## config.mk

```make
export PLATFORM = sky130hd
export DESIGN_NAME = id3v2_tag_frame_parser_unit
export DESIGN_NICKNAME = d
export VERILOG_FILES = /design/src/rtl/idtfp_pkg.sv /design/src/rtl/id3v2_tag_frame_parser_unit.sv /design/src/rtl/idtfp_front.sv /design/src/rtl/idtfp_queue.sv /design/src/rtl/idtfp_back.sv
export SDC_FILE = /design/constraint.sdc
export NUM_CORES = 2
export LEC_CHECK = 0
export BUFFER_PORTS_ARGS = -buffer_cell sky130_fd_sc_hd__buf_2
export CORE_ASPECT_RATIO = 1.25
export CORE_MARGIN = 2
export CORE_UTILIZATION = 55
export CTS_CLUSTER_SIZE = 30
export DETAILED_ROUTE_END_ITERATION = 6
export PLACE_DENSITY = 0.79
export SKIP_LAST_GASP = 1
export SLEW_MARGIN = 20
export SYNTH_ARGS = -nofsm -noshare
export SYNTH_HDL_FRONTEND = slang
export SYNTH_HIERARCHICAL = 1
export SYNTH_SLANG_ARGS = --single-unit
```

## constraint.sdc

```tcl
create_clock -name clk_i -period 13.8 [get_ports clk_i]
set_clock_uncertainty 0.2 [all_clocks]
set_input_delay 1.38 -clock clk_i [delete_from_list [all_inputs] [get_ports clk_i]]
set_output_delay 1.38 -clock clk_i [all_outputs]
set_load 0.02 [all_outputs]
```

## src/rtl/idtfp_pkg.sv

```systemverilog
// Shared types, constants, and the known frame id table for the ID3v2 frame parser.
package idtfp_pkg;

  localparam int unsigned ROM_COUNT   = 98;
  localparam int unsigned QUEUE_DEPTH = 4;
  localparam int unsigned QPTR_W      = $clog2(QUEUE_DEPTH);

  typedef enum logic [1:0] {
    KIND_DESC = 2'd0,
    KIND_PAY  = 2'd1,
    KIND_STOP = 2'd2
  } item_kind_e;

  typedef enum logic [2:0] {
    CAUSE_NO_TAG    = 3'd0,
    CAUSE_TAG_FLAGS = 3'd1,
    CAUSE_TAG_SIZE  = 3'd2,
    CAUSE_FRM_SIZE  = 3'd3,
    CAUSE_TAG_END   = 3'd4,
    CAUSE_PADDING   = 3'd5
  } stop_cause_e;

  typedef struct packed {
    item_kind_e  kind;
    logic [2:0]  version;
    logic [31:0] code;
    logic [6:0]  index;
    logic [31:0] plen;
    logic [15:0] flags;
    logic [7:0]  pbyte;
    logic        fend;
    stop_cause_e cause;
  } result_t;

  function automatic logic [27:0] syncsafe(input logic [31:0] w);
    return {w[30:24], w[22:16], w[14:8], w[6:0]};
  endfunction

  function automatic logic [31:0] id3(input logic [7:0] a, input logic [7:0] b,
                                      input logic [7:0] c);
    return {a, b, c, 8'h00};
  endfunction

  function automatic logic [31:0] id4(input logic [7:0] a, input logic [7:0] b,
                                      input logic [7:0] c, input logic [7:0] d);
    return {a, b, c, d};
  endfunction

  function automatic logic [31:0] id_rom(input logic [6:0] i);
    logic [31:0] r;
    unique case (i)
      7'd0:  r = id3("T","T","1");  7'd1:  r = id3("T","T","2");
      7'd2:  r = id3("T","T","3");  7'd3:  r = id3("T","P","1");
      7'd4:  r = id3("T","P","2");  7'd5:  r = id3("T","P","3");
      7'd6:  r = id3("T","P","4");  7'd7:  r = id3("T","C","M");
      7'd8:  r = id3("T","X","T");  7'd9:  r = id3("T","L","A");
      7'd10: r = id3("T","C","O");  7'd11: r = id3("T","A","L");
      7'd12: r = id3("T","P","A");  7'd13: r = id3("T","R","K");
      7'd14: r = id3("T","R","C");  7'd15: r = id3("T","Y","E");
      7'd16: r = id3("T","R","D");  7'd17: r = id3("T","M","T");
      7'd18: r = id3("T","F","T");  7'd19: r = id3("T","B","P");
      7'd20: r = id3("T","C","R");  7'd21: r = id3("T","P","B");
      7'd22: r = id3("T","E","N");  7'd23: r = id3("T","S","S");
      7'd24: r = id3("T","O","F");  7'd25: r = id3("T","L","E");
      7'd26: r = id3("T","S","I");  7'd27: r = id3("T","O","T");
      7'd28: r = id3("T","O","A");  7'd29: r = id3("T","O","L");
      7'd30: r = id3("T","O","R");  7'd31: r = id3("W","A","F");
      7'd32: r = id3("W","A","R");  7'd33: r = id3("W","A","S");
      7'd34: r = id3("W","C","M");  7'd35: r = id3("W","C","P");
      7'd36: r = id3("W","C","B");  7'd37: r = id3("I","P","L");
      7'd38: r = id3("U","L","T");  7'd39: r = id3("S","L","T");
      7'd40: r = id3("C","O","M");  7'd41: r = id3("P","I","C");
      7'd42: r = id4("T","A","L","B"); 7'd43: r = id4("T","B","P","M");
      7'd44: r = id4("T","C","O","M"); 7'd45: r = id4("T","C","O","N");
      7'd46: r = id4("T","C","O","P"); 7'd47: r = id4("T","D","A","T");
      7'd48: r = id4("T","E","N","C"); 7'd49: r = id4("T","E","X","T");
      7'd50: r = id4("T","F","L","T"); 7'd51: r = id4("T","I","T","1");
      7'd52: r = id4("T","I","T","2"); 7'd53: r = id4("T","I","T","3");
      7'd54: r = id4("T","L","A","N"); 7'd55: r = id4("T","L","E","N");
      7'd56: r = id4("T","M","E","D"); 7'd57: r = id4("T","O","A","L");
      7'd58: r = id4("T","O","F","N"); 7'd59: r = id4("T","O","L","Y");
      7'd60: r = id4("T","O","P","E"); 7'd61: r = id4("T","O","R","Y");
      7'd62: r = id4("T","O","W","N"); 7'd63: r = id4("T","P","E","1");
      7'd64: r = id4("T","P","E","2"); 7'd65: r = id4("T","P","E","3");
      7'd66: r = id4("T","P","E","4"); 7'd67: r = id4("T","P","O","S");
      7'd68: r = id4("T","P","U","B"); 7'd69: r = id4("T","R","C","K");
      7'd70: r = id4("T","R","S","N"); 7'd71: r = id4("T","S","I","Z");
      7'd72: r = id4("T","S","R","C"); 7'd73: r = id4("T","Y","E","R");
      7'd74: r = id4("W","C","O","M"); 7'd75: r = id4("W","C","O","P");
      7'd76: r = id4("W","O","A","F"); 7'd77: r = id4("W","O","A","S");
      7'd78: r = id4("W","O","R","S"); 7'd79: r = id4("W","P","A","Y");
      7'd80: r = id4("W","P","U","B"); 7'd81: r = id4("W","X","X","X");
      7'd82: r = id4("I","P","L","S"); 7'd83: r = id4("U","S","L","T");
      7'd84: r = id4("S","Y","L","T"); 7'd85: r = id4("C","O","M","M");
      7'd86: r = id4("A","P","I","C"); 7'd87: r = id4("L","I","N","K");
      7'd88: r = id4("U","S","E","R"); 7'd89: r = id4("T","D","O","R");
      7'd90: r = id4("T","I","P","L"); 7'd91: r = id4("T","M","C","L");
      7'd92: r = id4("T","M","O","O"); 7'd93: r = id4("T","P","R","O");
      7'd94: r = id4("T","S","O","A"); 7'd95: r = id4("T","S","O","P");
      7'd96: r = id4("T","S","O","T"); 7'd97: r = id4("T","S","S","T");
      default: r = 32'h0;
    endcase
    return r;
  endfunction

endpackage

```

## src/rtl/id3v2_tag_frame_parser_unit.sv

```systemverilog
// Top level of the ID3v2 tag frame parser: front parser, result queue, output stage.
// The block takes one file byte per cycle from offset zero and gives at most one
// result word per byte: a frame descriptor, a payload byte, or one final stop word.
// Bytes are accepted back to back; the front parser stalls only when its
// four-word result queue is full, which happens only while the consumer stalls.
// A result is written into the queue and then into the output register before it
// appears on the outputs. file_length must be written while idle.
module id3v2_tag_frame_parser_unit #(
  parameter int unsigned KNOWN_FRAMES = 128
) (
  input  logic        clk_i,
  input  logic        rst_ni,
  input  logic        cfg_we_i,
  input  logic [31:0] cfg_wdata_i,
  input  logic        in_valid_i,
  output logic        in_stall_o,
  input  logic [7:0]  file_byte_i,
  output logic        out_valid_o,
  input  logic        out_stall_i,
  output logic [1:0]  item_kind_o,
  output logic [2:0]  tag_version_o,
  output logic [31:0] frame_code_o,
  output logic [6:0]  known_index_o,
  output logic [31:0] payload_length_o,
  output logic [15:0] frame_flag_bits_o,
  output logic [7:0]  payload_byte_o,
  output logic        frame_end_o,
  output logic [2:0]  stop_cause_o
);
  import idtfp_pkg::*;

  logic    acc, emit, push, pop, q_empty, q_full;
  result_t front_rec, q_rec, out_rec;

  // a word is taken whenever the queue has room for its possible result
  assign in_stall_o = q_full;
  assign acc        = in_valid_i && !in_stall_o;
  assign push       = emit;

  idtfp_front #(.KNOWN_FRAMES(KNOWN_FRAMES)) u_front (
    .clk_i, .rst_ni, .cfg_we_i, .cfg_wdata_i,
    .acc_i(acc), .byte_i(file_byte_i), .emit_o(emit), .rec_o(front_rec)
  );

  idtfp_queue u_queue (
    .clk_i, .rst_ni, .push_i(push), .wdata_i(front_rec), .pop_i(pop),
    .rdata_o(q_rec), .empty_o(q_empty), .full_o(q_full)
  );

  idtfp_back u_back (
    .clk_i, .rst_ni, .q_empty_i(q_empty), .q_data_i(q_rec), .pop_o(pop),
    .out_stall_i, .out_valid_o, .out_o(out_rec)
  );

  assign item_kind_o       = out_rec.kind;
  assign tag_version_o     = out_rec.version;
  assign frame_code_o      = out_rec.code;
  assign known_index_o     = out_rec.index;
  assign payload_length_o  = out_rec.plen;
  assign frame_flag_bits_o = out_rec.flags;
  assign payload_byte_o    = out_rec.pbyte;
  assign frame_end_o       = out_rec.fend;
  assign stop_cause_o      = out_rec.cause;

`ifndef ASSERT_OFF
  a_no_overflow: assert property (@(posedge clk_i) disable iff (!rst_ni)
    !(push && q_full && !pop)) else $error("result queue overflow");
  a_emit_on_accept: assert property (@(posedge clk_i) disable iff (!rst_ni)
    emit |-> acc) else $error("result without an accepted word");
  a_stop_last: assert property (@(posedge clk_i) disable iff (!rst_ni)
    (push && front_rec.kind == KIND_STOP) |=> !push) else $error("result after stop");
  a_no_pop_empty: assert property (@(posedge clk_i) disable iff (!rst_ni)
    pop |-> !q_empty) else $error("pop from empty queue");
`endif

endmodule

```

## src/rtl/idtfp_front.sv

```systemverilog
// Front end: byte-level tag and frame header parser that emits result words.
module idtfp_front #(
  parameter int unsigned KNOWN_FRAMES = 128
) (
  input  logic              clk_i,
  input  logic              rst_ni,
  input  logic              cfg_we_i,
  input  logic [31:0]       cfg_wdata_i,
  input  logic              acc_i,
  input  logic [7:0]        byte_i,
  output logic              emit_o,
  output idtfp_pkg::result_t rec_o
);
  import idtfp_pkg::*;

  typedef enum logic [7:0] {
    PH_TAG  = 8'b0000_0001,
    PH_EXT3 = 8'b0000_0010,
    PH_EXT4 = 8'b0000_0100,
    PH_FHDR = 8'b0000_1000,
    PH_DROP = 8'b0001_0000,
    PH_PAY  = 8'b0010_0000,
    PH_SKIP = 8'b0100_0000,
    PH_STOP = 8'b1000_0000
  } phase_e;

  phase_e      phase_q, phase_d;
  logic [3:0]  cnt_q, cnt_d;
  logic [63:0] shift_q, shift_d;
  logic [31:0] pos_q, pos_d;
  logic [27:0] tl_q, tl_d;
  logic [2:0]  ver_q, ver_d;
  logic        ext_q, ext_d;
  logic [31:0] bl_q, bl_d;
  logic [15:0] flags_q, flags_d;
  logic [31:0] code_q, code_d;
  logic [6:0]  idx_q, idx_d;
  logic        hit_q, hit_d;
  logic [6:0]  hidx_q, hidx_d;
  logic [31:0] flen_q;

  // id lookup over the constant table, done when the id bytes are complete
  logic [31:0] cand;
  logic        lk_hit;
  logic [6:0]  lk_idx;
  logic [31:0] rom_w;
  logic        three;

  always_comb begin
    three  = (ver_q == 3'd2);
    cand   = three ? {shift_q[15:0], byte_i, 8'h00} : {shift_q[23:0], byte_i};
    lk_hit = 1'b0;
    lk_idx = '0;
    rom_w  = '0;
    for (int i = ROM_COUNT - 1; i >= 0; i--) begin
      rom_w = id_rom(7'(i));
      if ((i < KNOWN_FRAMES) && (rom_w == cand) && ((rom_w[7:0] == 8'h00) == three)) begin
        lk_hit = 1'b1;
        lk_idx = 7'(i);
      end
    end
  end

  logic [31:0] low, csize, rem, skip_n;
  logic [27:0] ss;
  logic [3:0]  hl;
  logic [2:0]  dropped;
  logic [15:0] fl;

  always_comb begin
    phase_d = phase_q; cnt_d = cnt_q; shift_d = shift_q; pos_d = pos_q;
    tl_d = tl_q; ver_d = ver_q; ext_d = ext_q; bl_d = bl_q; flags_d = flags_q;
    code_d = code_q; idx_d = idx_q; hit_d = hit_q; hidx_d = hidx_q;
    emit_o = 1'b0;
    rec_o = '0;
    rec_o.version = ver_q;
    low = {shift_q[23:0], byte_i};
    ss = syncsafe(low);
    hl = three ? 4'd6 : 4'd10;
    csize = '0; rem = '0; skip_n = '0; dropped = '0; fl = '0;
    if (acc_i && phase_q != PH_STOP) begin
      shift_d = {shift_q[55:0], byte_i};
      pos_d   = (pos_q == 32'hFFFF_FFFF) ? pos_q : pos_q + 32'd1;
      unique case (phase_q)
        PH_TAG: begin
          if ((cnt_q == 4'd0 && byte_i != 8'h49) || (cnt_q == 4'd1 && byte_i != 8'h44) ||
              (cnt_q == 4'd2 && byte_i != 8'h33) ||
              (cnt_q == 4'd3 && (byte_i < 8'd2 || byte_i > 8'd4))) begin
            emit_o = 1'b1; rec_o.kind = KIND_STOP; rec_o.cause = CAUSE_NO_TAG;
            phase_d = PH_STOP;
          end else if (cnt_q == 4'd5 && ver_q != 3'd2 && (byte_i & 8'hA0) != 8'h00) begin
            emit_o = 1'b1; rec_o.kind = KIND_STOP; rec_o.cause = CAUSE_TAG_FLAGS;
            phase_d = PH_STOP;
          end else if (cnt_q < 4'd9) begin
            if (cnt_q == 4'd3) ver_d = byte_i[2:0];
            if (cnt_q == 4'd5 && ver_q != 3'd2) ext_d = byte_i[6];
            cnt_d = cnt_q + 4'd1;
          end else begin
            tl_d = ss;
            if ({5'd0, ss} + 33'd10 > {1'b0, flen_q}) begin
              emit_o = 1'b1; rec_o.kind = KIND_STOP; rec_o.cause = CAUSE_TAG_SIZE;
              phase_d = PH_STOP;
            end else begin
              cnt_d = '0;
              if (ext_q && ver_q == 3'd3)      phase_d = PH_EXT3;
              else if (ext_q && ver_q == 3'd4) phase_d = PH_EXT4;
              else                             phase_d = PH_FHDR;
            end
          end
        end
        PH_EXT3: begin
          if (cnt_q == 4'd3) bl_d = low;
          if (cnt_q < 4'd9) begin
            cnt_d = cnt_q + 4'd1;
          end else if (low < {4'd0, tl_q}) begin
            tl_d = tl_q - low[27:0];
            skip_n = (bl_q > 32'd6) ? bl_q - 32'd6 : 32'd0;
            cnt_d = '0; bl_d = skip_n;
            phase_d = (skip_n != 32'd0) ? PH_SKIP : PH_FHDR;
          end else begin
            emit_o = 1'b1; rec_o.kind = KIND_STOP; rec_o.cause = CAUSE_PADDING;
            phase_d = PH_STOP;
          end
        end
        PH_EXT4: begin
          if (cnt_q < 4'd3) begin
            cnt_d = cnt_q + 4'd1;
          end else begin
            skip_n = (ss > 28'd4) ? {4'd0, ss - 28'd4} : 32'd0;
            cnt_d = '0; bl_d = skip_n;
            phase_d = (skip_n != 32'd0) ? PH_SKIP : PH_FHDR;
          end
        end
        PH_FHDR: begin
          if (cnt_q == 4'd0 && (({1'b0, pos_q} + {29'd0, hl} >= {5'd0, tl_q} + 33'd10) ||
                                byte_i == 8'h00)) begin
            emit_o = 1'b1; rec_o.kind = KIND_STOP; rec_o.cause = CAUSE_TAG_END;
            phase_d = PH_STOP;
          end else begin
            if ((three && cnt_q == 4'd2) || (!three && cnt_q == 4'd3)) begin
              code_d = cand; hit_d = lk_hit; hidx_d = lk_idx;
            end
            if (cnt_q < hl - 4'd1) begin
              cnt_d = cnt_q + 4'd1;
            end else begin
              cnt_d = '0;
              if (three) begin
                csize = {8'd0, low[23:0]};
                fl = '0;
              end else begin
                csize = shift_d[47:16];
                if (ver_q == 3'd4) csize = {4'd0, syncsafe(shift_d[47:16])};
                fl = low[15:0];
              end
              flags_d = fl;
              if (ver_q == 3'd3 && fl[5]) dropped = 3'd1;
              if (ver_q == 3'd4) dropped = 3'(fl[6]) + (fl[0] ? 3'd4 : 3'd0);
              if (csize == 32'd0 || ({1'b0, pos_q} + 33'd1 + {1'b0, csize} > {1'b0, flen_q}))
              begin
                emit_o = 1'b1; rec_o.kind = KIND_STOP; rec_o.cause = CAUSE_FRM_SIZE;
                phase_d = PH_STOP;
              end else if ((ver_q == 3'd3 && (fl & 16'h00C0) != 16'h0) ||
                           (ver_q == 3'd4 && (fl & 16'h000E) != 16'h0) || !hit_q) begin
                bl_d = csize; phase_d = PH_SKIP;
              end else if (csize <= {29'd0, dropped}) begin
                emit_o = 1'b1; rec_o.kind = KIND_STOP; rec_o.cause = CAUSE_FRM_SIZE;
                phase_d = PH_STOP;
              end else begin
                idx_d = hidx_q;
                bl_d  = csize - {29'd0, dropped};
                cnt_d = {1'b0, dropped};
                phase_d = (dropped != 3'd0) ? PH_DROP : PH_PAY;
                emit_o = 1'b1;
                rec_o.kind  = KIND_DESC;
                rec_o.code  = code_q;
                rec_o.index = hidx_q;
                rec_o.plen  = csize - {29'd0, dropped};
                rec_o.flags = fl;
              end
            end
          end
        end
        PH_DROP: begin
          if (cnt_q <= 4'd1) begin
            cnt_d = '0; phase_d = PH_PAY;
          end else begin
            cnt_d = cnt_q - 4'd1;
          end
        end
        PH_PAY: begin
          rem = (bl_q != 32'd0) ? bl_q - 32'd1 : 32'd0;
          bl_d = rem;
          emit_o = 1'b1;
          rec_o.kind  = KIND_PAY;
          rec_o.code  = code_q;
          rec_o.index = idx_q;
          rec_o.flags = flags_q;
          rec_o.pbyte = byte_i;
          rec_o.fend  = (rem == 32'd0);
          if (rem == 32'd0) begin
            cnt_d = '0; phase_d = PH_FHDR;
          end
        end
        PH_SKIP: begin
          rem = (bl_q != 32'd0) ? bl_q - 32'd1 : 32'd0;
          bl_d = rem;
          if (rem == 32'd0) begin
            cnt_d = '0; phase_d = PH_FHDR;
          end
        end
        default: begin
          phase_d = phase_q;
        end
      endcase
    end
  end

  always_ff @(posedge clk_i or negedge rst_ni) begin
    if (!rst_ni) begin
      phase_q <= PH_TAG; cnt_q <= '0; shift_q <= '0; pos_q <= '0; tl_q <= '0;
      ver_q <= '0; ext_q <= 1'b0; bl_q <= '0; flags_q <= '0; code_q <= '0;
      idx_q <= '0; hit_q <= 1'b0; hidx_q <= '0; flen_q <= 32'hFFFF_FFFF;
    end else begin
      phase_q <= phase_d; cnt_q <= cnt_d; shift_q <= shift_d; pos_q <= pos_d;
      tl_q <= tl_d; ver_q <= ver_d; ext_q <= ext_d; bl_q <= bl_d; flags_q <= flags_d;
      code_q <= code_d; idx_q <= idx_d; hit_q <= hit_d; hidx_q <= hidx_d;
      if (cfg_we_i) flen_q <= cfg_wdata_i;
    end
  end

endmodule

```

## src/rtl/idtfp_queue.sv

```systemverilog
// Short result queue between the parser and the output stage.
module idtfp_queue (
  input  logic               clk_i,
  input  logic               rst_ni,
  input  logic               push_i,
  input  idtfp_pkg::result_t wdata_i,
  input  logic               pop_i,
  output idtfp_pkg::result_t rdata_o,
  output logic               empty_o,
  output logic               full_o
);
  import idtfp_pkg::*;

  result_t             mem_q [QUEUE_DEPTH];
  logic [QPTR_W-1:0]   wp_q, rp_q;
  logic [QPTR_W:0]     cnt_q;

  assign empty_o = (cnt_q == '0);
  assign full_o  = (cnt_q == (QPTR_W+1)'(QUEUE_DEPTH));
  assign rdata_o = mem_q[rp_q];

  always_ff @(posedge clk_i) begin
    if (push_i) mem_q[wp_q] <= wdata_i;
  end

  always_ff @(posedge clk_i or negedge rst_ni) begin
    if (!rst_ni) begin
      wp_q <= '0; rp_q <= '0; cnt_q <= '0;
    end else begin
      if (push_i) wp_q <= wp_q + QPTR_W'(1);
      if (pop_i)  rp_q <= rp_q + QPTR_W'(1);
      if (push_i && !pop_i)      cnt_q <= cnt_q + (QPTR_W+1)'(1);
      else if (!push_i && pop_i) cnt_q <= cnt_q - (QPTR_W+1)'(1);
    end
  end

endmodule

```

## src/rtl/idtfp_back.sv

```systemverilog
// Back end: output register that hands result words to the consumer.
module idtfp_back (
  input  logic               clk_i,
  input  logic               rst_ni,
  input  logic               q_empty_i,
  input  idtfp_pkg::result_t q_data_i,
  output logic               pop_o,
  input  logic               out_stall_i,
  output logic               out_valid_o,
  output idtfp_pkg::result_t out_o
);
  import idtfp_pkg::*;

  logic    vld_q;
  result_t rec_q;

  assign pop_o       = !q_empty_i && (!vld_q || !out_stall_i);
  assign out_valid_o = vld_q;
  assign out_o       = rec_q;

  always_ff @(posedge clk_i) begin
    if (pop_o) rec_q <= q_data_i;
  end

  always_ff @(posedge clk_i or negedge rst_ni) begin
    if (!rst_ni) begin
      vld_q <= 1'b0;
    end else if (pop_o) begin
      vld_q <= 1'b1;
    end else if (!out_stall_i) begin
      vld_q <= 1'b0;
    end
  end

endmodule

```

==> impl_table.tex <==
\begin{tabular}{lr}
\hline
Metric & Value \\
\hline
\multicolumn{2}{l}{\textbf{Synth}} \\
\quad Area of the mapped netlist & 44,500 µm² \\
\quad Fraction of post-synthesis cell area in the top cell type by area & 35.1\% \\
\quad Syn avg cell area & 10.6 µm² \\
\quad Number of flops mapped to enable cells by yosys & 520 \\
\quad Leading area contributor after synthesis & sky130\_fd\_sc\_hd\_\_edfxtp\_1 \\
\quad Simple-gate share of the synthesized area & between 10\% and 20\% \\
\quad Synth Area in Adders & 5.94\% \\
\quad Complex-gate fraction of the synthesized area & approximately an eighth \\
\quad Net Count, Synth & 4,441 \\
\quad Top FF cell, synth & sky130\_fd\_sc\_hd\_\_edfxtp\_1 \\
\quad Fraction of the yosys area taken by sequential cells & 49.3\% \\
\quad Leading post-synthesis cells by instance count & 520 x sky130\_fd\_sc\_hd\_\_edfxtp\_1, 443 x sky130\_fd\_sc\_hd\_\_nand2\_1, 321 x sky130\_fd\_sc\_hd\_\_nor2\_1 \\
\quad Count of yosys warnings during synthesis & 6 \\
\quad Area share of xor/xnor cells in the synthesized design & approximately 5.7\% \\
\quad Cell count after synthesis & 4,187 \\
\quad Share of flip-flops with an asynchronous set or reset after synthesis & between 30\% and 40\% \\
\quad Synth Register Bits & 771 \\
\quad Main combinational cell family by area after synthesis & simple AND/OR/NAND/NOR gates \\
\quad Proportion of synthesized area in mux cells & 6.20\% \\
\quad Top post-synthesis cells by area & sky130\_fd\_sc\_hd\_\_edfxtp\_1 35\%, sky130\_fd\_sc\_hd\_\_dfrtp\_1 12\%, sky130\_fd\_sc\_hd\_\_ha\_1 5.8\%, sky130\_fd\_sc\_hd\_\_mux4\_2 5.3\%, sky130\_fd\_sc\_hd\_\_xnor2\_1 4.0\% \\
\quad Most common cell in the synthesized netlist & sky130\_fd\_sc\_hd\_\_edfxtp\_1 \\
\quad Number of library cell types mapped by synthesis & a little over 100 \\
\multicolumn{2}{l}{\textbf{Place}} \\
\quad DP HPWL & 112,000 µm \\
\quad Count of buffers inserted at the top-level ports & 150 \\
\quad Final Wtd Congestion & 1.05 \\
\quad Worst setup slack before clock tree synthesis & 3.86 ns \\
\multicolumn{2}{l}{\textbf{Finish}} \\
\quad Fraction of layout cells with a size suffix above 1 & a little over an eighth \\
\quad Post-layout nets & 4,496 \\
\quad Multi-input gate area in the final layout & 21,000 µm² \\
\quad Synth-to-layout area growth & 9.50\% \\
\quad Final-layout fill cell count & 6,507 \\
\quad Area used by sequential logic in the layout & 21,900 µm² \\
\multicolumn{2}{l}{\textbf{Pwr}} \\
\quad Power consumption & 7.28 mW \\
\quad Worst ir drop on vdd & approximately 100 µV \\
\quad PD cells & 149 nW/µm² \\
\quad Leak pwr & 17.1 nW \\
\multicolumn{2}{l}{\textbf{Floorplan}} \\
\quad Standard-cell rows & 116 \\
\quad Starting utilization of the core area & roughly 56\% \\
\quad Chip Width & 258 µm \\
\quad Total Die Area & 83,200 µm² \\
\quad Vertical extent of the die & 322 µm \\
\quad I/O pin cnt & 151 \\
\quad Area of the core & 80,100 µm² \\
\multicolumn{2}{l}{\textbf{Global route}} \\
\quad Maximum number of pins on one net before global-route repair & between 100 and 150 \\
\quad GRT Resource Usage Total & 38.4\% \\
\quad Gr ovfl total & 0 \\
\quad First-pass GRT wire length & 235,000 µm \\
\quad Number of global-route vias before repair & roughly 36,000 \\
\quad Initial antenna violation count & 8 \\
\multicolumn{2}{l}{\textbf{STA}} \\
\quad Period Utilization, post-route & roughly 73\% \\
\quad Normalized max-slew margin & 20.9\% \\
\quad RSZ-0062 raised after global routing & false \\
\quad Max Transition Viols Final & 0 \\
\quad Shortest clock period the worst path allows after layout & 10.02 ns \\
\quad Final sum of negative setup slack & 0 ns \\
\quad Pin slew with the least headroom to its limit & 1.18 ns \\
\quad Minimum setup slack in the final design & 3.78 ns \\
\quad Final hold vios & 0 \\
\quad Maximum operating frequency & 99.8 MHz \\
\quad Number of endpoints failing setup at the final stage & 0 \\
\multicolumn{2}{l}{\textbf{Route}} \\
\quad First drt pass iteration count & 7 \\
\quad Total via count after detailed routing & 36,788 \\
\quad Average wire per standard cell & 30.0 µm \\
\quad Number of nets still failing antenna checks after routing & 0 \\
\quad Detailed-route wire length & $\sim$160,000 µm \\
\quad Total DRC errors in the routed layout & 0 \\
\quad Avg Vias per Cell & around 6.9 \\
\quad Detailed router's first-iteration violation count & roughly 4,700 \\
\multicolumn{2}{l}{\textbf{Worst setup path}} \\
\quad Source of the critical timing path & u\_front/ver\_q[1] \\
\quad Critical Path RT & 13.86 ns \\
\quad Worst reg2reg endpoint & u\_queue/mem\_q[0][54] \\
\quad Worst R2R Setup Slack & $\sim$3.8 ns \\
\quad Arrival @ worst endpoint & 10.09 ns \\
\quad Critical path's largest stage delay & just over 0.8 ns \\
\quad Worst reg2reg startpoint & u\_front/ver\_q[1] \\
\quad Element type at the critical path start & register \\
\quad Most prevalent standard cell on the critical path & sky130\_fd\_sc\_hd\_\_buf\_4 \\
\quad Worst Reg-to-Reg Cells & 32 \\
\quad CP Capture Type & register \\
\quad Critical Setup Path Class & reg2reg \\
\quad Crit Path Max Fanout & 54 \\
\quad Worst-path cell with the longest stage delay & sky130\_fd\_sc\_hd\_\_and2\_4 \\
\multicolumn{2}{l}{\textbf{Clock network}} \\
\quad Number of buffers added for setup after CTS & 0 \\
\quad \# clock sinks & between 700 and 800 \\
\quad Number of buffers inserted during clock tree synthesis & 76 \\
\quad Number of buffers inserted for hold repair after clock tree synthesis & 0 \\
\quad Clock insertion delay at the later pin of the skew report & 0.68 ns \\
\quad Clock Pin Slew Worst Setup and Hold Paths & 0.08 ns \\
\quad Resized cells post-CTS & 0 \\
\quad Maximum level of the CTS H-tree & 3 \\
\quad Buffer cell driving the clock tree root & sky130\_fd\_sc\_hd\_\_clkbuf\_16 \\
\quad Maximum count of clock buffers along a single path & 3 \\
\quad CTS tree & done \\
\multicolumn{2}{l}{\textbf{Outcome}} \\
\quad Status & complete, no violations \\
\multicolumn{2}{l}{\textbf{Hold path}} \\
\quad Hold-critical path endpoint & u\_front/flags\_q[12] \\
\quad Min-Delay Path Class & reg2reg \\
\quad Min-Delay Startpoint & u\_front/flags\_q[12] \\
\quad Number of stages on the worst hold path & 2 \\
\multicolumn{2}{l}{\textbf{Job}} \\
\quad Number of max-cap violations & 0 \\
\hline
\end{tabular}
[sequential cells by signal, summed over array words and instances (netlist names), 2 cells and up]
signal,cells
u_queue/mem_q,416
u_front/bl_q,32
u_front/phase_q,8
u_front/ver_q,3
u_queue/wp_q,2
u_front/code_q,32
u_front/hidx_q,7
u_front/idx_q,7
u_front/pos_q,32
u_front/cnt_q,4
u_front/flen_q,32
u_queue/rp_q,2
u_queue/cnt_q,3
u_front/shift_q,40
u_back/out_o,104
u_front/tl_q,28
u_front/flags_q,16
[worst max path at each step]
stage | to | slack, ns | cells after the start
4_1_cts | u_queue/mem_q[0][54] | 3.88 | 32
3_5_place_dp | u_queue/mem_q[0][49] | 3.86 | 30
5_1_grt | u_queue/mem_q[1][82] | 3.25 | 29
6_report | u_queue/mem_q[0][54] | 3.78 | 32
3_3_place_gp | u_queue/mem_q[1][6] | 4.01 | 28
2_1_floorplan | u_queue/mem_q[3][0] | 4.11 | 33
[power breakdown]
group,internal (mW),total [mW],switching [mW]
registers,2.56,2.73,0.178
clock network,1.19,2.14,0.951
logic,0.776,2.41,1.64
[stage by stage]
| stage | area [µm²] | std cells | util (%) | hold slack (ns) |
|---|---|---|---|---|
| global placement | 46200 | 5226 | 57.6 | 0.256 |
| global route | 48700 | 5368 | 60.8 | 0.319 |
| floorplan | 44500 | 4187 | - | 0.242 |
| detailed placement | 46200 | 5226 | 57.6 | 0.271 |
| CTS | 48700 | 5368 | 60.8 | 0.297 |
| finish | 48700 | 5370 | 60.8 | 0.297 |
[placed cells by master (no fill, tap or decap), drive strengths merged, types with 84 or more instances in the layout]
master,count
edfxtp,520
nand2,443
nor2,321
o21ai,270
buf,224
a21oi,220
dfrtp,218
ha,205
xnor2,204
inv,163
nand3,122
nor3,116
clkbuf,112
mux4,104
xor2,86
nor4,84
[layer usage]
metal / wire (µm) / vias to the layer above / global-route usage, % / share of wire (%)
met5: 90 / - / 0 / 0.056
met4: 14300 / 12 / 28.1 / 8.9
met3: 17500 / 825 / 10.3 / 11
met2: 73500 / 2463 / 60.7 / 46
met1: 55500 / 17819 / 45.3 / 34
li1: - / 15669 / - / -
[worst max-delay path: cells and delay by family (launching register included)]
family	cells	cell delay, ns
flops	1	0.36
fa+ha+maj	3	1.00
compound gates	11	2.76
buf+inv	6	2.04
xor+xnor	1	0.13
simple gates	11	3.01
[layout make-up]
type,count,area share [%]
Multi-Input combinational cell,3011,43.1
Antenna cell,2,0.0103
Timing Repair Buffer,224,2.73
Inverter,158,1.22
Tap cell,1062,2.73
Clock inverter,30,0.703
Sequential cell,771,45.0
Clock buffer,112,4.51
[logic make-up (layout without fill, tap and decap cells)]
logic type | count (synthesis) | after routing
buf+inv | 405 | 524
flops | 771 | 771
compound gates | 906 | 906
other cells | 0 | 2
mux | 143 | 143
xor+xnor | 290 | 290
simple gates | 1463 | 1463
fa+ha+maj | 209 | 209
Power figures use the tool's default switching activity.
